<file path="src/rtl/gbts_pkg.sv">
// ----------------------------------------------------------------------------
// gbts_pkg
// Shared types and constants of the gap buffer text store: operation codes,
// sequencer states, walk phases, result record and stream field layout.
// ----------------------------------------------------------------------------
package gbts_pkg;

    // Field widths of one input beat and one result beat
    localparam int OP_W        = 3;
    localparam int CHAR_W      = 8;
    localparam int RPOS_W      = 12;
    localparam int POS_W       = 13;
    localparam int IN_TDATA_W  = 24;
    localparam int OUT_TDATA_W = 40;

    // Field offsets inside the result tdata
    localparam int OUT_RD_LSB    = 0;
    localparam int OUT_CUR_LSB   = OUT_RD_LSB + CHAR_W;
    localparam int OUT_LEN_LSB   = OUT_CUR_LSB + POS_W;
    localparam int OUT_REF_BIT   = OUT_LEN_LSB + POS_W;
    localparam int OUT_DIRTY_BIT = OUT_REF_BIT + 1;

    // Line separator byte
    localparam logic [CHAR_W-1:0] LINE_BREAK = 8'h0A;

    typedef enum logic [OP_W-1:0] {
        OP_INSERT    = 3'd0,
        OP_BACKSPACE = 3'd1,
        OP_LEFT      = 3'd2,
        OP_RIGHT     = 3'd3,
        OP_UP        = 3'd4,
        OP_DOWN      = 3'd5,
        OP_READ      = 3'd6
    } t_op;

    typedef enum logic [2:0] {
        S_IDLE,
        S_READ_DATA,
        S_SCAN,
        S_SCAN_CHK,
        S_MOVE,
        S_MOVE_WR,
        S_FIN
    } t_state;

    // Steps of an up or down line move
    typedef enum logic [2:0] {
        PH_UP_HERE,
        PH_UP_PREV,
        PH_DN_HERE,
        PH_DN_END,
        PH_DN_NEXT
    } t_phase;

    typedef struct packed {
        logic [CHAR_W-1:0] read_char;
        logic [POS_W-1:0]  cursor;
        logic [POS_W-1:0]  text_length;
        logic              insert_refused;
        logic              dirty;
    } t_result;

endpackage

</file>
<file path="src/rtl/gbts_obuf.sv">
// ----------------------------------------------------------------------------
// gbts_obuf
// Result holding register: keeps a finished result until the sink takes it,
// so the sequencer can go on with the next operation.
// ----------------------------------------------------------------------------
module gbts_obuf
    import gbts_pkg::*;
(
    input  logic    i_clk,
    input  logic    i_rst_n,
    input  logic    i_valid,
    input  t_result i_res,
    output logic    o_slot_free,
    output logic    o_valid,
    output t_result o_res,
    input  logic    i_ready
);

    logic    r_valid;
    t_result r_res;

    assign o_slot_free = !r_valid || i_ready;

    // valid flag
    always_ff @(posedge i_clk) begin
        if (!i_rst_n) begin
            r_valid <= 1'b0;
        end else if (o_slot_free) begin
            r_valid <= i_valid;
        end
    end

    // payload
    always_ff @(posedge i_clk) begin
        if (i_valid && o_slot_free) begin
            r_res <= i_res;
        end
    end

    assign o_valid = r_valid;
    assign o_res   = r_res;

endmodule

</file>
<file path="config.mk">
export PLATFORM = sky130hd
export DESIGN_NAME = gbts_obuf
export DESIGN_NICKNAME = d
export VERILOG_FILES = /design/src/rtl/gbts_pkg.sv /design/src/rtl/gbts_obuf.sv
export SDC_FILE = /design/constraint.sdc
export NUM_CORES = 1
export LEC_CHECK = 0
export BUFFER_PORTS_ARGS = -buffer_cell sky130_fd_sc_hd__buf_2
export CAP_MARGIN = 20
export CORE_MARGIN = 1
export CORE_UTILIZATION = 36
export DETAILED_ROUTE_END_ITERATION = 16
export HOLD_SLACK_MARGIN = 0.08
export PLACE_DENSITY = 0.77
export SYNTH_ARGS = -nofsm -noshare
export SYNTH_HDL_FRONTEND = slang
export SYNTH_SLANG_ARGS = --single-unit
</file>
<file path="constraint.sdc">
create_clock -name i_clk -period 1.2 [get_ports i_clk]
set_clock_uncertainty 0.15 [all_clocks]
set_input_delay 0.12 -clock i_clk [delete_from_list [all_inputs] [get_ports i_clk]]
set_output_delay 0.12 -clock i_clk [all_outputs]
set_load 0.01 [all_outputs]
</file>
==> results of run 1 <==
==> metal layers <==
metal | share of wire, % | up-vias | wire length [um] | GRT usage, %
met3 | 11 | 9 | 307 | 8.48
met4 | 2.9 | 0 | 80 | 10.5
li1 | - | 413 | - | -
met5 | 0 | - | 0 | 0
met2 | 48 | 63 | 1320 | 26.1
met1 | 38 | 386 | 1050 | 19.3
==> worst max path at each step <==
stage | slack [ns] | end | startpoint | depth (start not counted)
floorplan | -0.09 | o_res[0] | o_valid | 2
global placement | 0.03 | o_res[24] | o_valid | 3
detailed placement | 0.02 | o_res[24] | o_valid | 3
CTS | -0.002 | o_res[24] | o_valid | 3
global route | -0.03 | o_res[14] | o_valid | 3
finish | -0.04 | o_res[8] | i_valid | 4
==> logic make-up after synthesis <==
| group | count (synthesis) | synth area share [%] |
|---|---|---|
| flops | 37 | 96.7 |
| simple gates | 2 | 1.98 |
| compound gates | 1 | 0.989 |
| buf+inv | 1 | 0.329 |
==> critical path: stages <==
cell	delay (ns)
dlygate4sd3_1	0.54
buf_2	0.13
and2_4	0.19
buf_12	0.15
==> cells in the final DEF, fill, tap and decap left out <==
cell type	synthesis	layout
bufinv_16	0	2
dfxtp_2	0	1
nand2b_4	1	1
and2_4	1	1
inv_1	1	1
clkinv_2	0	1
a21boi_2	1	1
buf_12	0	3
dlygate4sd3_1	0	38
edfxtp_1	36	36
clkbuf_4	0	5
buf_2	0	77
==> final cells by class <==
cell class | instances | area, um^2 | share of cell area [%]
repair buffers | 118 | 826 | 38.9
inverters | 1 | 3.75 | 0.177
multi-input cells | 3 | 33.8 | 1.59
flip-flops and latches | 37 | 1100 | 51.9
clock inverters | 3 | 65.1 | 3.06
clock buffers | 5 | 37.5 | 1.77
well taps | 44 | 55.1 | 2.59
==> cell usage after synthesis, drive strengths merged <==
library cell | instances | share of area [%]
inv | 1 | 0.33
edfxtp | 36 | 95
a21boi | 1 | 0.99
nand2b | 1 | 1.2
dfxtp | 1 | 1.8
and2 | 1 | 0.77
==> through the flow <==
step / power (W) / setup TNS [ns] / utilization, %
global route: 0.00300 / -0.603 / 70.1
floorplan: 0.00163 / -3.06 / -
detailed placement: 0.00180 / 0 / 54.2
global placement: 0.00179 / 0 / 54.2
finish: 0.00292 / -0.673 / 70.1
CTS: 0.00293 / -0.0247 / 70.1
==> timing repair <==
item / in CTS / in global routing
gates cloned: 0 / 0
pin swaps: 0 / 0
setup endpoints to repair: 13 / 33
buffers inserted: 0 / 0
endpoints found under the hold margin: 37 / 1
==> report_power, final <==
group          internal, W  total (W)  leakage, nW  switching, W
registers          0.00151    0.00153        0.357     0.0000209
logic             0.000204   0.000342        0.510      0.000138
clock network     0.000645    0.00105       0.0552      0.000401
==> sequential cells by signal, summed over array words and instances (netlist names) <==
register	flops
o_res	36
o_valid	1
==> impl_metrics.env, run 1 <==
export IMPL_outcome="finished with violations"
export IMPL_violations="negative hold slack, negative setup slack"
export IMPL_max_cap_violations=0
export IMPL_firstDrtPassIters=2
export IMPL_synth_avg_cell_area_um2=27.8
export IMPL_die_h_um=58.2
export IMPL_hold_buffers=38
export IMPL_syn_nets=81
export IMPL_crit_required_ns=1.10
export IMPL_syn_to_final_growth_pct=86.5
export IMPL_final_nets=206
export IMPL_min_to="o_valid"
export IMPL_layout_drive_gt1_share_pct=55.1
export IMPL_antennaDiodeCount=0
export IMPL_critPathMaxFanout=16
export IMPL_drt_iter0_drc=11
export IMPL_timing_hold_ws_ns=-0.0855
export IMPL_post_cts_resized=0
export IMPL_placed_area_um2=1640
export IMPL_antenna_found_initial=0
export IMPL_grt_pass1_wl_mm=4.00
export IMPL_setup_viol=35
export IMPL_fill_cells=187
export IMPL_numCtsBuffers=5
export IMPL_clkSinkCount=37
export IMPL_clkTransAtPathRegs_ns=0.12
export IMPL_grt_ovfl_total=0
export IMPL_grt_total_usage_pct=17.1
export IMPL_powerDensity_nw_per_um2=1370
export IMPL_worstPathArrival_ns=1.14
export IMPL_synth_area_um2=1140
export IMPL_p_leak_nw=0.922
export IMPL_synth_seq_area_share_pct=96.7
export IMPL_wl_per_cell_um=13.1
export IMPL_tightest_slew_ns=0.119
export IMPL_placed_cells=165
export IMPL_critPathCaptureType="register"
export IMPL_finalWirelength_mm=2.76
export IMPL_final_cells=211
export IMPL_hold_violations=1
export IMPL_r2r_start="o_valid"
export IMPL_fmax_mhz=809
export IMPL_worst_r2r_path_depth=3
export IMPL_die_w_um=58.2
export IMPL_grt_pass1_vias=914
export IMPL_peakVddDrop_mv=0.959
export IMPL_synth_seq_cells=37
export IMPL_rsz0062_at_grt="yes"
export IMPL_place_gp_congestion=0.685
export IMPL_design_area_um2=2120
export IMPL_cts_tree="done"
export IMPL_ys_types=6
export IMPL_place_ws_ns=0.0174
export IMPL_avgViaCountPerCell=4.13
export IMPL_coreArea_um2=3030
export IMPL_syn_instance_count=41
export IMPL_fin_crit_sh_pct=103
export IMPL_hp_class="input port to register"
export IMPL_regToRegSetupSlack_ns=-0.01
export IMPL_ios=78
export IMPL_drt_antenna_violating_nets=0
export IMPL_h_tree_depth=2
export IMPL_cts_buffer_depth=2
export IMPL_via_count=871
export IMPL_design_die_area_um2=3390
export IMPL_port_buffers=77
export IMPL_drc=0
export IMPL_min_period_ns=1.24
export IMPL_start_util_pct=37.6
export IMPL_clk_latency_ns=0.34
export IMPL_relSlewSlack_pct=92.1
export IMPL_fin_ws_ns=-0.0360
export IMPL_min_from="i_ready"
export IMPL_drv_slew=0
export IMPL_hold_path_depth=3
export IMPL_worst_setup_path_start_kind="input port"
export IMPL_cts_root_buffer="clkbuf_4"
export IMPL_rows=20
export IMPL_critPathKind="input port to register"
export IMPL_r2r_end="o_res[8]"
export IMPL_yosys_warnings=0
export IMPL_grt_max_degree=17
Power figures use the tool's default switching activity.
==> run 2, diff against run 1 <==
--- a/config.mk
+++ b/config.mk
@@ -7,11 +7,13 @@
 export LEC_CHECK = 0
 export BUFFER_PORTS_ARGS = -buffer_cell sky130_fd_sc_hd__buf_2
 export CAP_MARGIN = 20
+export CELL_PAD_IN_SITES_DETAIL_PLACEMENT = 0
+export CELL_PAD_IN_SITES_GLOBAL_PLACEMENT = 1
 export CORE_MARGIN = 1
-export CORE_UTILIZATION = 36
+export CORE_UTILIZATION = 28
 export DETAILED_ROUTE_END_ITERATION = 16
 export HOLD_SLACK_MARGIN = 0.08
-export PLACE_DENSITY = 0.77
+export PLACE_DENSITY = 0.76
 export SYNTH_ARGS = -nofsm -noshare
 export SYNTH_HDL_FRONTEND = slang
 export SYNTH_SLANG_ARGS = --single-unit
==> run 2 against run 1 <==
  * The run ends with negative hold slack left
  * Die area is 28% higher
  * Worst setup slack gained 0.043 ns
  * Non-clock buffer count did not move
  * Register-to-register slack better by 0.02 ns
  * Clock power is 18% higher
  * Final cell count is 1.9% higher
  * Via count increased by 0.57%
  * Flip-flop and latch count is the same
  * Global-route usage shrank 3.6 points
  * Largest power group unchanged
  * Highest routed layer unchanged
==> impl_metrics.env, run 2 (synthesized netlist as in run 1, its figures left out) <==
export IMPL_outcome="finished with violations"
export IMPL_violations="negative hold slack"
export IMPL_setup_viol=0
export IMPL_crit_required_ns=1.06
export IMPL_final_cell_mix="buf_2 (77), dlygate4sd3_1 (38), edfxtp_1 (36)"
export IMPL_ios=78
export IMPL_grt_total_usage_pct=13.5
export IMPL_grt_pass1_vias=980
export IMPL_worst_r2r_path_depth=3
export IMPL_rsz0062_at_grt="yes"
export IMPL_r2r_end="o_res[28]"
export IMPL_via_count=876
export IMPL_finalWirelength_mm=2.88
export IMPL_grt_max_degree=24
export IMPL_utilization_pct=57.4
export IMPL_hp_class="input port to register"
export IMPL_die_h_um=65.8
export IMPL_antennaDiodeCount=0
export IMPL_die_w_um=65.8
export IMPL_grt_ovfl_total=0
export IMPL_design_die_area_um2=4330
export IMPL_drc=0
export IMPL_critPathMaxFanout=11
export IMPL_wl_per_cell_um=13.4
export IMPL_fin_ws_ns=0.00741
export IMPL_placed_cells=168
export IMPL_numCtsBuffers=5
export IMPL_cts_root_buffer="clkbuf_8"
export IMPL_clk_latency_ns=0.28
export IMPL_rows=22
export IMPL_layout_drive_gt1_share_pct=55.1
export IMPL_relSlewSlack_pct=92.7
export IMPL_postCtsSetupBuffers=0
export IMPL_max_cap_violations=0
export IMPL_r2r_start="o_valid"
export IMPL_pwr_share_clk_pct=39.8
export IMPL_drv_slew=0
export IMPL_coreArea_um2=3770
export IMPL_hold_buffers=38
export IMPL_final_nets=206
export IMPL_worstPathArrival_ns=1.05
export IMPL_critPathKind="register to register"
export IMPL_drt_antenna_violating_nets=0
export IMPL_endpoint="o_res[28]"
export IMPL_power_switching_w=0.000570
export IMPL_cts_buffer_depth=2
export IMPL_start_util_pct=30.2
export IMPL_worst_setup_path_start_kind="register"
export IMPL_crit_path_start="o_valid"
export IMPL_swShare_pct=18.4
export IMPL_peakVddDrop_mv=0.877
export IMPL_drt_iter0_drc=16
export IMPL_powerDensity_nw_per_um2=1440
export IMPL_clkTransAtPathRegs_ns=0.07
export IMPL_fmax_mhz=839
export IMPL_antenna_found_initial=0
export IMPL_place_ws_ns=0.00606
export IMPL_p_int_w=0.00254
export IMPL_final_common_cell="buf_2"
export IMPL_largest_reg_flops=36
export IMPL_syn_to_final_growth_pct=90.1
export IMPL_place_gp_congestion=0.689
export IMPL_grt_pass1_wl_mm=4.08
export IMPL_h_tree_depth=2
export IMPL_post_cts_resized=0
export IMPL_final_cells=215
export IMPL_seqPwrFrac_pct=49.1
export IMPL_fin_crit_sh_pct=99.4
export IMPL_p_leak_nw=0.937
export IMPL_cts_tree="done"
export IMPL_avgViaCountPerCell=4.07
export IMPL_regToRegSetupSlack_ns=0.007
export IMPL_port_buffers=77
export IMPL_critPathCaptureType="register"
export IMPL_firstDrtPassIters=4
export IMPL_hold_violations=1
export IMPL_timing_hold_ws_ns=-0.0265
export IMPL_p_comb_share_pct=11.1
export IMPL_tightest_slew_ns=0.108
export IMPL_min_period_ns=1.19
export IMPL_clkSinkCount=37
[run 2: worst min path at each step]
stage,start,endpoint,cells past startpoint
floorplan,i_res[0],o_res[0],0
global placement,i_res[9],o_res[9],1
detailed placement,i_res[25],o_res[25],1
CTS,i_ready,o_valid,3
global route,i_ready,o_valid,3
finish,i_ready,o_valid,3
[run 2: per-stage QoR]
step | instance area [um^2] | power (W) | setup TNS, ns
after floorplan | 1140 | 0.00163 | -3.06
after global placement | 1630 | 0.00178 | 0
final | 2160 | 0.00311 | 0
after detailed placement | 1630 | 0.00179 | 0
after global routing | 2160 | 0.00321 | -0.542
after CTS | 2140 | 0.00312 | -0.0179
[run 2: power by group through the flow]
stage               Combinational (W)  Sequential [W]  Clock [W]
floorplan                   0.0000325         0.00160          0
global placement             0.000229         0.00155          0
detailed placement           0.000236         0.00156          0
CTS                          0.000329         0.00153    0.00126
global route                 0.000370         0.00153    0.00131
finish                       0.000346         0.00153    0.00124
[run 2: worst max-delay path, cell delays in order, from the launching register on]
cell and delay (ns):
dfxtp_2 0.34, nand2b_4 0.07, and2_4 0.19, clkbuf_16 0.17
[run 2: area by class of cell]
class                      count  area, um^2
clock buffer                   5        68.8
clock inverter                 3        65.1
fill                         308        1610
inverter                       1        3.75
multi-input combinational      3        33.8
sequential                    37        1100
tap                           48        60.1
timing repair buffer         118         831
[run 2: routing by layer]
| metal | part of all wire (%) | global-route usage (%) |
|---|---|---|
| met3 | 12 | 7.59 |
| met4 | 0.66 | 5.71 |
| met5 | 0 | 0 |
| met2 | 54 | 24.9 |
| met1 | 34 | 11.8 |
[run 2: repair_timing]
| action | in CTS | in global routing |
|---|---|---|
| setup endpoints to repair | 11 | 23 |
| endpoints found under the hold margin | 37 | 1 |
| cloned | 0 | 1 |
