==> config.mk <==
export PLATFORM = sky130hd
export DESIGN_NAME = gbts_ctrl
export DESIGN_NICKNAME = d
export VERILOG_FILES = /design/src/rtl/gbts_pkg.sv /design/src/rtl/gbts_ctrl.sv
export SDC_FILE = /design/constraint.sdc
export NUM_CORES = 1
export LEC_CHECK = 0
export BUFFER_PORTS_ARGS = -buffer_cell sky130_fd_sc_hd__buf_2
export CORE_UTILIZATION = 62
export DETAILED_ROUTE_END_ITERATION = 8
export PLACE_DENSITY_LB_ADDON = 0.05
export SLEW_MARGIN = 20
export SYNTH_ARGS = -nofsm -noshare
export SYNTH_HDL_FRONTEND = slang
export SYNTH_SLANG_ARGS = --single-unit
export TNS_END_PERCENT = 30
==> constraint.sdc <==
create_clock -name i_clk -period 7.1 [get_ports i_clk]
set_clock_uncertainty 0.05 [all_clocks]
set_input_delay 1.42 -clock i_clk [delete_from_list [all_inputs] [get_ports i_clk]]
set_output_delay 1.42 -clock i_clk [all_outputs]
set_load 0.05 [all_outputs]
==> src/rtl/gbts_pkg.sv <==
// ----------------------------------------------------------------------------
// gbts_pkg
// Shared types and constants of the gap buffer text store: operation codes,
// sequencer states, walk phases, result record and stream field layout.
// ----------------------------------------------------------------------------
package gbts_pkg;

    // Field widths of one input beat and one result beat
    localparam int OP_W        = 3;
    localparam int CHAR_W      = 8;
    localparam int RPOS_W      = 12;
    localparam int POS_W       = 13;
    localparam int IN_TDATA_W  = 24;
    localparam int OUT_TDATA_W = 40;

    // Field offsets inside the result tdata
    localparam int OUT_RD_LSB    = 0;
    localparam int OUT_CUR_LSB   = OUT_RD_LSB + CHAR_W;
    localparam int OUT_LEN_LSB   = OUT_CUR_LSB + POS_W;
    localparam int OUT_REF_BIT   = OUT_LEN_LSB + POS_W;
    localparam int OUT_DIRTY_BIT = OUT_REF_BIT + 1;

    // Line separator byte
    localparam logic [CHAR_W-1:0] LINE_BREAK = 8'h0A;

    typedef enum logic [OP_W-1:0] {
        OP_INSERT    = 3'd0,
        OP_BACKSPACE = 3'd1,
        OP_LEFT      = 3'd2,
        OP_RIGHT     = 3'd3,
        OP_UP        = 3'd4,
        OP_DOWN      = 3'd5,
        OP_READ      = 3'd6
    } t_op;

    typedef enum logic [2:0] {
        S_IDLE,
        S_READ_DATA,
        S_SCAN,
        S_SCAN_CHK,
        S_MOVE,
        S_MOVE_WR,
        S_FIN
    } t_state;

    // Steps of an up or down line move
    typedef enum logic [2:0] {
        PH_UP_HERE,
        PH_UP_PREV,
        PH_DN_HERE,
        PH_DN_END,
        PH_DN_NEXT
    } t_phase;

    typedef struct packed {
        logic [CHAR_W-1:0] read_char;
        logic [POS_W-1:0]  cursor;
        logic [POS_W-1:0]  text_length;
        logic              insert_refused;
        logic              dirty;
    } t_result;

endpackage

==> src/rtl/gbts_ctrl.sv <==
// ----------------------------------------------------------------------------
// gbts_ctrl
// Operation sequencer: holds the gap pointers and dirty flag, scans lines
// through the store for up/down and moves bytes across the gap.
// ----------------------------------------------------------------------------
module gbts_ctrl
    import gbts_pkg::*;
#(
    parameter int CAPACITY = 4096,
    parameter int PW       = 13,
    parameter int AW       = 12
) (
    input  logic              i_clk,
    input  logic              i_rst_n,
    // operation beat
    input  logic              i_in_valid,
    output logic              o_in_ready,
    input  t_op               i_op,
    input  logic [CHAR_W-1:0] i_char,
    input  logic [RPOS_W-1:0] i_rpos,
    // result handoff
    output logic              o_res_valid,
    output t_result           o_res,
    input  logic              i_res_ready,
    // store ports
    output logic              o_mem_we,
    output logic [AW-1:0]     o_mem_waddr,
    output logic [CHAR_W-1:0] o_mem_wdata,
    output logic [AW-1:0]     o_mem_raddr,
    input  logic [CHAR_W-1:0] i_mem_rdata
);

    localparam int EW = (PW > RPOS_W) ? PW : RPOS_W;
    localparam logic [PW-1:0] CAP_P = PW'(CAPACITY);

    t_state            r_state, n_state;
    t_phase            r_phase, n_phase;
    logic [PW-1:0]     r_gf, n_gf;
    logic [PW-1:0]     r_gp, n_gp;
    logic              r_dirty, n_dirty;
    logic [PW-1:0]     r_pos, n_pos;
    logic [PW-1:0]     r_mark, n_mark;
    logic [PW-1:0]     r_col, n_col;
    logic [PW-1:0]     r_target, n_target;
    logic [CHAR_W-1:0] r_rd, n_rd;
    logic              r_refused, n_refused;

    logic              w_accept;
    logic [PW-1:0]     w_len;
    logic [PW-1:0]     w_gap;
    logic              w_back;
    logic [PW-1:0]     w_scan_p;
    logic              w_scan_bound;
    logic              w_lf;
    logic              w_done;
    logic [PW-1:0]     w_phys_in;
    logic [PW-1:0]     w_phys;
    logic              w_in_range;
    logic [PW-1:0]     w_span;
    logic [PW-1:0]     w_base;
    logic              w_left;

    assign w_accept = i_in_valid && (r_state == S_IDLE);
    assign w_gap    = r_gp - r_gf;
    assign w_len    = CAP_P - w_gap;

    // scan position and termination
    assign w_back = (r_phase == PH_UP_HERE) || (r_phase == PH_UP_PREV) ||
                    (r_phase == PH_DN_HERE);
    assign w_scan_p     = w_back ? (r_pos - 1'b1) : r_pos;
    assign w_scan_bound = w_back ? (r_pos == '0) : (r_pos >= w_len);
    assign w_lf         = (i_mem_rdata == LINE_BREAK);
    assign w_done       = ((r_state == S_SCAN) && w_scan_bound) ||
                          ((r_state == S_SCAN_CHK) && w_lf);

    // logical to physical address, shared by read and scan
    assign w_phys_in  = (r_state == S_IDLE) ? PW'(i_rpos) : w_scan_p;
    assign w_phys     = (w_phys_in < r_gf) ? w_phys_in : (w_phys_in + w_gap);
    assign w_in_range = EW'(i_rpos) < EW'(w_len);

    // target line: length and start for the clipped column
    assign w_span = (r_phase == PH_UP_PREV) ? (r_mark - r_pos) : (r_pos - r_mark);
    assign w_base = (r_phase == PH_UP_PREV) ? r_pos : r_mark;
    assign w_left = (r_target < r_gf);

    // next state
    always_comb begin
        n_state = r_state;
        unique case (r_state)
            S_IDLE: begin
                if (i_in_valid) begin
                    unique case (i_op)
                        OP_LEFT:  n_state = (r_gf != '0) ? S_MOVE : S_FIN;
                        OP_RIGHT: n_state = (r_gp < CAP_P) ? S_MOVE : S_FIN;
                        OP_UP:    n_state = (r_gf != '0) ? S_SCAN : S_FIN;
                        OP_DOWN:  n_state = S_SCAN;
                        OP_READ:  n_state = w_in_range ? S_READ_DATA : S_FIN;
                        default:  n_state = S_FIN;
                    endcase
                end
            end
            S_READ_DATA: n_state = S_FIN;
            S_SCAN, S_SCAN_CHK: begin
                if (w_done) begin
                    unique case (r_phase)
                        PH_UP_HERE: n_state = (r_pos == '0) ? S_FIN : S_SCAN;
                        PH_DN_HERE: n_state = S_SCAN;
                        PH_DN_END:  n_state = (r_pos >= w_len) ? S_FIN : S_SCAN;
                        default:    n_state = S_MOVE;
                    endcase
                end else begin
                    n_state = (r_state == S_SCAN) ? S_SCAN_CHK : S_SCAN;
                end
            end
            S_MOVE:    n_state = (r_gf == r_target) ? S_FIN : S_MOVE_WR;
            S_MOVE_WR: n_state = S_MOVE;
            S_FIN:     n_state = i_res_ready ? S_IDLE : S_FIN;
            default:   n_state = S_IDLE;
        endcase
    end

    // datapath and store accesses
    always_comb begin
        n_phase     = r_phase;
        n_gf        = r_gf;
        n_gp        = r_gp;
        n_dirty     = r_dirty;
        n_pos       = r_pos;
        n_mark      = r_mark;
        n_col       = r_col;
        n_target    = r_target;
        n_rd        = r_rd;
        n_refused   = r_refused;
        o_mem_we    = 1'b0;
        o_mem_waddr = r_gf[AW-1:0];
        o_mem_wdata = i_char;
        o_mem_raddr = w_phys[AW-1:0];
        unique case (r_state)
            S_IDLE: begin
                if (w_accept) begin
                    n_rd      = '0;
                    n_refused = 1'b0;
                    n_pos     = r_gf;
                    unique case (i_op)
                        OP_INSERT: begin
                            if (r_gf >= r_gp) begin
                                n_refused = 1'b1;
                            end else begin
                                o_mem_we = 1'b1;
                                n_gf     = r_gf + 1'b1;
                                n_dirty  = 1'b1;
                            end
                        end
                        OP_BACKSPACE: begin
                            if (r_gf != '0) begin
                                n_gf    = r_gf - 1'b1;
                                n_dirty = 1'b1;
                            end
                        end
                        OP_LEFT:  n_target = r_gf - 1'b1;
                        OP_RIGHT: n_target = r_gf + 1'b1;
                        OP_UP:    n_phase  = PH_UP_HERE;
                        OP_DOWN:  n_phase  = PH_DN_HERE;
                        default: ;
                    endcase
                end
            end
            S_READ_DATA: n_rd = i_mem_rdata;
            S_SCAN, S_SCAN_CHK: begin
                if (w_done) begin
                    unique case (r_phase)
                        PH_UP_HERE: begin
                            n_col   = r_gf - r_pos;
                            n_pos   = r_pos - 1'b1;
                            n_mark  = r_pos - 1'b1;
                            n_phase = PH_UP_PREV;
                        end
                        PH_DN_HERE: begin
                            n_col   = r_gf - r_pos;
                            n_pos   = r_gf;
                            n_phase = PH_DN_END;
                        end
                        PH_DN_END: begin
                            n_pos   = r_pos + 1'b1;
                            n_mark  = r_pos + 1'b1;
                            n_phase = PH_DN_NEXT;
                        end
                        default: begin
                            n_target = w_base + ((r_col < w_span) ? r_col : w_span);
                        end
                    endcase
                end else if (r_state == S_SCAN_CHK) begin
                    n_pos = w_back ? (r_pos - 1'b1) : (r_pos + 1'b1);
                end
            end
            S_MOVE: begin
                o_mem_raddr = w_left ? AW'(r_gf - 1'b1) : AW'(r_gp);
            end
            S_MOVE_WR: begin
                o_mem_we    = 1'b1;
                o_mem_wdata = i_mem_rdata;
                if (w_left) begin
                    o_mem_waddr = AW'(r_gp - 1'b1);
                    n_gf        = r_gf - 1'b1;
                    n_gp        = r_gp - 1'b1;
                end else begin
                    o_mem_waddr = AW'(r_gf);
                    n_gf        = r_gf + 1'b1;
                    n_gp        = r_gp + 1'b1;
                end
            end
            default: ;
        endcase
    end

    // control registers
    always_ff @(posedge i_clk) begin
        if (!i_rst_n) begin
            r_state <= S_IDLE;
            r_gf    <= '0;
            r_gp    <= CAP_P;
            r_dirty <= 1'b0;
        end else begin
            r_state <= n_state;
            r_gf    <= n_gf;
            r_gp    <= n_gp;
            r_dirty <= n_dirty;
        end
    end

    // working registers
    always_ff @(posedge i_clk) begin
        r_phase   <= n_phase;
        r_pos     <= n_pos;
        r_mark    <= n_mark;
        r_col     <= n_col;
        r_target  <= n_target;
        r_rd      <= n_rd;
        r_refused <= n_refused;
    end

    // handshake and result
    assign o_in_ready = (r_state == S_IDLE);
    assign o_res_valid = (r_state == S_FIN);
    always_comb begin
        o_res.read_char      = r_rd;
        o_res.cursor         = POS_W'(r_gf);
        o_res.text_length    = POS_W'(w_len);
        o_res.insert_refused = r_refused;
        o_res.dirty          = r_dirty;
    end

endmodule

==> flow_summary.json, run 1 <==
{
  "clk_latency_ps": 360,
  "cts_tree": "built",
  "path_clk_slew_ps": 80,
  "ant_nets": 0,
  "start_kind": "flop",
  "status": "completed",
  "fin_nets": 1762,
  "vias_per_cell": 6.510,
  "fmax_ghz": 0.1467,
  "firstDrtPassIters": 8,
  "synth_edf_count": 64,
  "cts_buffers": 9,
  "multiInputGateArea_um2": 8552,
  "initial_core_util_pct": 63.05,
  "drt_iter0_drc": 1250,
  "synth.most_common_cell": "nand2_1",
  "endpoint_kind": "output port",
  "rsz0062_at_grt": "true",
  "finalCritPeriodShare_pct": 96.03,
  "fillers": 1643,
  "dp_hpwl_um": 30400,
  "die_h_um": 139.9,
  "drc_errors": 0,
  "die-area_um2": 19580,
  "cp_max_fo": 15,
  "slew_viol_final": 0,
  "critPathKind": "reg -> out",
  "ys_ff_latch": 94,
  "synth_area_um2": 11790,
  "maxCapViolCount": 0,
  "tightest_slew_ps": 1110,
  "fin_area_um2": 12830,
  "wl_per_cell_um": 21.65,
  "boundaryPins": 106,
  "drive_above_1_share_pct": 11.83,
  "routabilityCongestion": 1.015,
  "syn_nets": 1697,
  "grt_use_total_pct": 40.19,
  "crit_arrival_ps": 5350,
  "syn_inst": 1519,
  "die_x_um": 139.9,
  "clockRootBuffer": "clkbuf_16",
  "core_area_um2": 18710,
  "setup_violations": 0,
  "grt_pass1_wl_um": 60260,
  "worstPathRequired_ps": 5630,
  "antenna_found_initial": 1,
  "num_vias": 11880,
  "overflow": 0,
  "cts_hold_buf": 0,
  "regArea_um2": 2522,
  "hold_violations": 0,
  "htreeDepth": 3,
  "yosysWarnings": 0,
  "yosys.area.top_type": "edfxtp_1",
  "synth_common_cells": "nand2_1 (172), ha_1 (137), o21ai_0 (123)",
  "synthArstFlopShare_pct": 0,
  "cts_sinks": 94,
  "synth_top_area_share_pct": 16.30,
  "fin_hold_ws_ps": 431.3,
  "avgSynthCellArea_um2": 7.764,
  "synth_area_leaders": "edfxtp_1 (16%), ha_1 (15%), xnor2_1 (7.6%)",
  "min_path_type": "reg -> reg",
  "fp-row-count": 50,
  "io_buffers": 105,
  "slew_headroom_pct": 25.77,
  "wirelength_um": 39500,
  "layout_min_cycle_time_ps": 6818,
  "clockBufferDepth": 2,
  "grt_max_degree": 43,
  "syn_to_final_growth_pct": 8.816,
  "yosysUniqueCellTypes": 88,
  "dpl_cell_area_um2": 12530,
  "grt_pass1_vias": 10930,
  "synthFlopType": "edfxtp_1",
  "synth.yosys.seq_area_share_pct": 21.39
}
[cell type report]
class	count	share of cell area, %
multi-input cells	1236	66.64
flip-flops and latches	94	19.65
repair buffers	139	6.084
inverters	104	3.042
well taps	234	2.281
clock buffers	9	1.755
clock inverters	7	0.5265
diodes	1	0.01950
[routing by layer]
metal  vias up  GRT usage (%)  wire, um
met4         2          17.29      1619
met1      5561          54.89     16610
li1       5537              -         -
met2       660          61.11     16820
met5         -              0         9
met3       115          8.718      4432
[layout by cell type, fill, tap and decap left out, types with 11 or more instances in the layout]
cell / n
a211oi_1: 19
a21o_1: 14
a21oi_1: 98
a31oi_1: 11
and2_1: 16
and3_1: 27
buf_2: 105
buf_4: 34
dfxtp_1: 30
edfxtp_1: 64
ha_1: 137
inv_1: 97
mux2i_1: 56
nand2_1: 172
nand2b_1: 16
nand3_1: 46
nor2_1: 110
nor2b_1: 19
nor3_1: 28
o211ai_1: 14
o21a_1: 19
o21ai_0: 122
o21ai_1: 22
or3_1: 31
xnor2_1: 103
xor2_1: 25
[timing repair]
| item | 4_1_cts | 5_1_grt |
|---|---|---|
| setup endpoints to repair | 0 | 4 |
| setup buffers | 0 | 0 |
| gates resized for setup | 0 | 3 |
| endpoints found under the hold margin | 0 | 0 |
[path summary, 6_finish.rpt]
check	start	end	slack [ps]	cells past startpoint
max	r_pos[0]$_DFFE_PP_	o_mem_raddr[11]	280	20
min	r_dirty$_SDFFE_PN0P_	r_dirty$_SDFFE_PN0P_	430	2
max reg2reg	r_phase[2]$_SDFFCE_PP0P_	r_target[12]$_DFFE_PP_	310	28
min reg2reg	r_dirty$_SDFFE_PN0P_	r_dirty$_SDFFE_PN0P_	430	2
[cell families (layout without fill, tap and decap cells)]
| group | Yosys count | after routing | synth area share, % |
|---|---|---|---|
| and+or+nand+nor | 497 | 497 | 19.84 |
| AOI/OAI and AO/OA | 398 | 398 | 21.19 |
| buffers and inverters | 189 | 259 | 6.344 |
| adders and majority gates | 146 | 146 | 15.82 |
| xor gates and xnor gates | 130 | 130 | 9.782 |
| DFF | 94 | 94 | 21.39 |
| muxes | 65 | 65 | 5.644 |
| other | 0 | 1 | 0 |
[sequential cells by signal, summed over array words and instances (netlist names)]
signal and count:
r_gp 13, r_dirty 1, r_gf 13, r_target 13, r_state 3, r_mark 13, r_col 13, r_refused 1
r_pos 13, r_rd 8, r_phase 3
[worst max-delay path: stages (launching register included)]
cell	delay, ps
edfxtp_1	420
inv_1	250
ha_1	280
nor3b_1	450
and3_1	370
and2_1	260
xnor2_1	80
o21ai_1	320
ha_1	310
a21oi_1	170
nor2b_1	60
o21ai_0	150
nand2b_1	80
a221oi_1	330
nand2_1	90
a21oi_1	230
nor3_4	150
and3_1	200
a32o_1	210
nor3_1	260
buf_2	320
[stage by stage]
| step | cells | TNS, ps | setup WS (ps) | utilization, % |
|---|---|---|---|---|
| floorplan | 1519 | 0 | 467.7 | - |
| global placement | 1807 | 0 | 703.7 | 66.96 |
| detailed placement | 1807 | 0 | 465.9 | 66.96 |
| CTS | 1823 | 0 | 151.5 | 68.53 |
| global route | 1823 | -93.27 | -93.27 | 68.60 |
| finish | 1824 | 0 | 281.7 | 68.61 |
Power of run 1 is left out: the tool's default activity adds up to more than one toggle a clock period on the data nets, which glitch-free logic cannot reach.
==> run 2, diff against run 1 <==
--- a/config.mk
+++ b/config.mk
@@ -5,8 +5,11 @@
 export SDC_FILE = /design/constraint.sdc
 export NUM_CORES = 1
 export LEC_CHECK = 0
+export ABC_CLOCK_PERIOD_IN_PS = 7100
 export BUFFER_PORTS_ARGS = -buffer_cell sky130_fd_sc_hd__buf_2
-export CORE_UTILIZATION = 62
+export CELL_PAD_IN_SITES_DETAIL_PLACEMENT = 0
+export CELL_PAD_IN_SITES_GLOBAL_PLACEMENT = 1
+export CORE_UTILIZATION = 46
 export DETAILED_ROUTE_END_ITERATION = 8
 export PLACE_DENSITY_LB_ADDON = 0.05
 export SLEW_MARGIN = 20
==> flow_summary.json, run 2 (same netlist as run 1, synthesis figures left out) <==
{
  "overflow": 0,
  "r2r_end": "r_target[12]$_DFFE_PP_",
  "hp-start": "r_dirty$_SDFFE_PN0P_",
  "dpl_cell_area_um2": 12720,
  "die_h_um": 162.1,
  "wl_per_cell_um": 22.14,
  "cts_buffers": 9,
  "initial_core_util_pct": 46.83,
  "rr_startpoint": "r_phase[1]$_DFFE_PP_",
  "cp.buffers_inverters": 3,
  "grt_use_total_pct": 32.78,
  "cp_slowest_cell": "edfxtp_1",
  "cp_max_fo": 15,
  "die-area_um2": 26280,
  "die_x_um": 162.1,
  "mostFrequentLayoutCells": "nand2_1 (172), ha_1 (137), o21ai_0 (122)",
  "worstPathRequired_ps": 5630,
  "layout_min_cycle_time_ps": 6714,
  "grt_max_degree": 43,
  "io_buffers": 105,
  "fp-row-count": 58,
  "fin_nets": 1779,
  "critPathKind": "reg -> out",
  "fmax_ghz": 0.1489,
  "firstDrtPassIters": 5,
  "status": "completed",
  "drc_errors": 0,
  "slew_viol_final": 0,
  "whs_path_depth": 2,
  "dp_hpwl_um": 33650,
  "setup_slack_ps": 385.6,
  "num_vias": 11620,
  "fin_area_um2": 13100,
  "crit_family": "simple AND/OR/NAND/NOR gates",
  "endpoint_kind": "output port",
  "grt_pass1_wl_um": 64860,
  "clk_latency_ps": 360,
  "finalCritPeriodShare_pct": 94.57,
  "vias_per_cell": 5.998,
  "drive_above_1_share_pct": 12.83,
  "slew_headroom_pct": 35.78,
  "clockBufferDepth": 2,
  "routabilityCongestion": 0.9708,
  "maxCapViolCount": 0,
  "cts_sinks": 94,
  "boundaryPins": 106,
  "wirelength_um": 42890,
  "hold_violations": 0,
  "drt_iter0_drc": 1064,
  "core_area_um2": 25180,
  "path_clk_slew_ps": 80,
  "utilization_pct": 52.02,
  "grt_pass1_vias": 10800,
  "cts_tree": "built",
  "htreeDepth": 3,
  "dp_slack_ps": 479.0,
  "hold_path_end": "r_dirty$_SDFFE_PN0P_",
  "fin_setup_tns_ps": 0,
  "cts_hold_buf": 0,
  "path_cells": "inv_1, buf_4, ha_1, nor3b_2, and3_1, and2_1, xnor2_1, o21ai_0, ha_1, a21oi_1, nor2b_1, o21ai_0, nand2b_1, a221oi_1, nand2_1, a21oi_1, nor3_4, and3_1, a32o_1, nor3_1, buf_2",
  "final_common_cell": "nand2_1",
  "min_path_type": "reg -> reg",
  "syn_to_final_growth_pct": 11.07,
  "antenna_found_initial": 2,
  "tightest_slew_ps": 962.3,
  "r2r_cells": 30,
  "ant_nets": 0,
  "max_stage_delay_ps": 400,
  "clockRootBuffer": "clkbuf_16",
  "setup_violations": 0,
  "reg2reg_slack_ps": 600,
  "fillers": 2473,
  "crit_arrival_ps": 5240,
  "start_kind": "flop"
}
==> run 2: per-layer routing <==
metal / vias up / routed length, um / global-route usage, %
li1: 5569 / - / -
met1: 5508 / 19490 / 46.29
met2: 480 / 18780 / 51.21
met3: 59 / 3734 / 5.695
met4: 2 / 864 / 8.662
met5: - / 13 / 0
==> run 2: final cells by class <==
| class | instances | area [um2] | share of cell area (%) |
|---|---|---|---|
| Inverter | 104 | 390.4 | 2.980 |
| Clock buffer | 10 | 229.0 | 1.748 |
| Antenna cell | 1 | 2.502 | 0.01910 |
| Sequential cell | 94 | 2522 | 19.26 |
| Tap cell | 330 | 412.9 | 3.152 |
| Timing Repair Buffer | 156 | 912.1 | 6.963 |
| Multi-Input combinational cell | 1236 | 8559 | 65.35 |
| Clock inverter | 6 | 70.07 | 0.5349 |
==> run 2: per-stage QoR <==
stage,std cells,hold slack (ps)
after detailed placement,1913,411.0
final,1937,420.8
after floorplan,1519,391.6
after global routing,1936,482.4
after CTS,1929,429.3
after global placement,1913,404.5
==> run 2: worst min-delay path, delay by kind of cell, from the launching register on <==
kind          cells  cell delay (ps)
flops             1              330
simple gates      2              120
==> run 2: worst max-delay path by stage <==
stage	slack, ps	cells past startpoint	start	end
2_1_floorplan	470	22	r_pos[1]$_DFFE_PP_	o_mem_raddr[1]
3_5_place_dp	480	29	r_phase[2]$_SDFFCE_PP0P_	r_target[12]$_DFFE_PP_
5_1_grt	-10	21	r_pos[0]$_DFFE_PP_	o_mem_raddr[11]
3_3_place_gp	650	21	r_pos[0]$_DFFE_PP_	o_mem_raddr[10]
6_report	390	21	r_pos[0]$_DFFE_PP_	o_mem_raddr[11]
4_1_cts	90	18	r_pos[0]$_DFFE_PP_	o_mem_raddr[10]
==> run 2: repair_timing <==
item / CTS / global route
resized for setup: 0 / 7
setup endpoints to repair: 0 / 15
buffers inserted: 0 / 7
Power of run 2 is left out for the same reason.
==> run 3, diff against run 2 <==
==> constraint.sdc (replaced) <==
create_clock -name i_clk -period 7.1 [get_ports i_clk]
set_clock_uncertainty 0.05 [all_clocks]
set_input_delay 0.355 -clock i_clk [delete_from_list [all_inputs] [get_ports i_clk]]
set_output_delay 0.355 -clock i_clk [all_outputs]
set_load 0.05 [all_outputs]
==> flow_summary.json, run 3 (same netlist as run 1, synthesis figures left out) <==
{
  "r2r_end": "r_target[12]$_DFFE_PP_",
  "wirelength_um": 42470,
  "fin_setup_tns_ps": 0,
  "dp_slack_ps": 640.0,
  "reg2reg_slack_ps": 600,
  "hold_path_end": "r_rd[4]$_SDFFCE_PN0P_",
  "core_area_um2": 25180,
  "wl_met2_um": 18090,
  "overflow": 0,
  "routed.top_layer": "met4",
  "cp.buffers_inverters": 2,
  "maxCapViolCount": 0,
  "clockBufferDepth": 2,
  "drt-met1-wl_um": 19940,
  "hp-start": "i_mem_rdata[4]",
  "status": "completed",
  "fp-row-count": 58,
  "slew_headroom_pct": 39.65,
  "fillers": 2497,
  "antenna_found_initial": 1,
  "start_kind": "flop",
  "clk_latency_ps": 370,
  "wl_per_cell_um": 22.04,
  "critPathKind": "reg -> reg",
  "die_x_um": 162.1,
  "die-area_um2": 26280,
  "grt_use_total_pct": 32.81,
  "layout_min_cycle_time_ps": 6502,
  "diodes": 0,
  "worstPathRequired_ps": 7160,
  "drive_above_1_share_pct": 12.15,
  "endpoint_kind": "flop",
  "die_h_um": 162.1,
  "wl_met3_um": 3100,
  "num_vias": 11420,
  "cts_sinks": 94,
  "max_stage_delay_ps": 540,
  "finalCritPeriodShare_pct": 91.57,
  "r2r_cells": 31,
  "syn_to_final_growth_pct": 10.35,
  "whs_path_depth": 2,
  "path_clk_slew_ps": 80,
  "grt_max_degree": 43,
  "min_path_type": "in -> reg",
  "initial_core_util_pct": 46.83,
  "final_common_cell": "nand2_1",
  "drc_errors": 0,
  "cp_max_fo": 24,
  "slew_viol_final": 0,
  "grt_pass1_wl_um": 64500,
  "cts_setup_buffers": 0,
  "fin_nets": 1770,
  "crit_arrival_ps": 6570,
  "htreeDepth": 3,
  "io_buffers": 105,
  "boundaryPins": 106,
  "cts_buffers": 9,
  "tightest_slew_ps": 904.2,
  "rr_startpoint": "r_phase[2]$_SDFFCE_PP0P_",
  "cts_tree": "built",
  "cts_hold_buf": 0,
  "clockRootBuffer": "clkbuf_16",
  "fmax_ghz": 0.1538,
  "dp_hpwl_um": 33520,
  "crit_family": "compound AO/OA/AOI/OAI gates",
  "ant_nets": 0,
  "utilization_pct": 51.68,
  "vias_per_cell": 5.924,
  "setup_violations": 0,
  "cp_slowest_cell": "edfxtp_1",
  "routabilityCongestion": 0.9063,
  "grt_pass1_vias": 10760,
  "setup_slack_ps": 598.4,
  "hold_violations": 0,
  "cp_common_cell": "o21ai_1",
  "firstDrtPassIters": 5,
  "drt_iter0_drc": 1195,
  "rsz0062_at_grt": "false",
  "mostFrequentLayoutCells": "nand2_1 (172), ha_1 (137), o21ai_0 (122)"
}
==> run 3: routing by layer <==
metal  vias to the layer above  global-route usage [%]
met5                         -                       0
met4                         0                   11.41
met3                        69                   5.746
met2                       419                   49.88
met1                      5376                   46.39
li1                       5552                       -
==> run 3: what timing repair did <==
action                                 in CTS  in global routing
setup endpoints to repair                   0                  1
resized for setup                           0                  2
endpoints found under the hold margin       0                  0
==> run 3: how the worst max path moves through the flow <==
| stage | from | end | slack [ps] | cells past startpoint |
|---|---|---|---|---|
| 2_1_floorplan | r_gf[1]$_SDFFE_PN0P_ | r_pos[0]$_DFFE_PP_ | 670 | 20 |
| 3_3_place_gp | r_phase[2]$_SDFFCE_PP0P_ | r_target[12]$_DFFE_PP_ | 780 | 31 |
| 3_5_place_dp | r_phase[2]$_SDFFCE_PP0P_ | r_target[12]$_DFFE_PP_ | 640 | 31 |
| 4_1_cts | r_phase[2]$_SDFFCE_PP0P_ | r_target[12]$_DFFE_PP_ | 600 | 31 |
| 5_1_grt | r_phase[2]$_SDFFCE_PP0P_ | r_target[12]$_DFFE_PP_ | 40 | 31 |
| 6_report | r_phase[2]$_SDFFCE_PP0P_ | r_target[12]$_DFFE_PP_ | 600 | 31 |
==> run 3: final cells by class <==
type	instances	area (um2)	area share (%)
well taps	330	412.9	3.172
clock inverters	4	51.30	0.3942
multi-input cells	1236	8539	65.61
clock buffers	12	257.7	1.980
flip-flops and latches	94	2522	19.38
repair buffers	147	840.8	6.460
inverters	104	390.4	2.999
==> run 3: stage by stage <==
stage          cells  instance area, um2  hold WS, ps
6_report        1927               13020        243.3
3_3_place_gp    1911               12710        400.4
4_1_cts         1927               13020        238.0
5_1_grt         1927               13020        247.4
2_1_floorplan   1519               11790        391.6
3_5_place_dp    1911               12710        412.5
Power of run 3 is left out for the same reason.
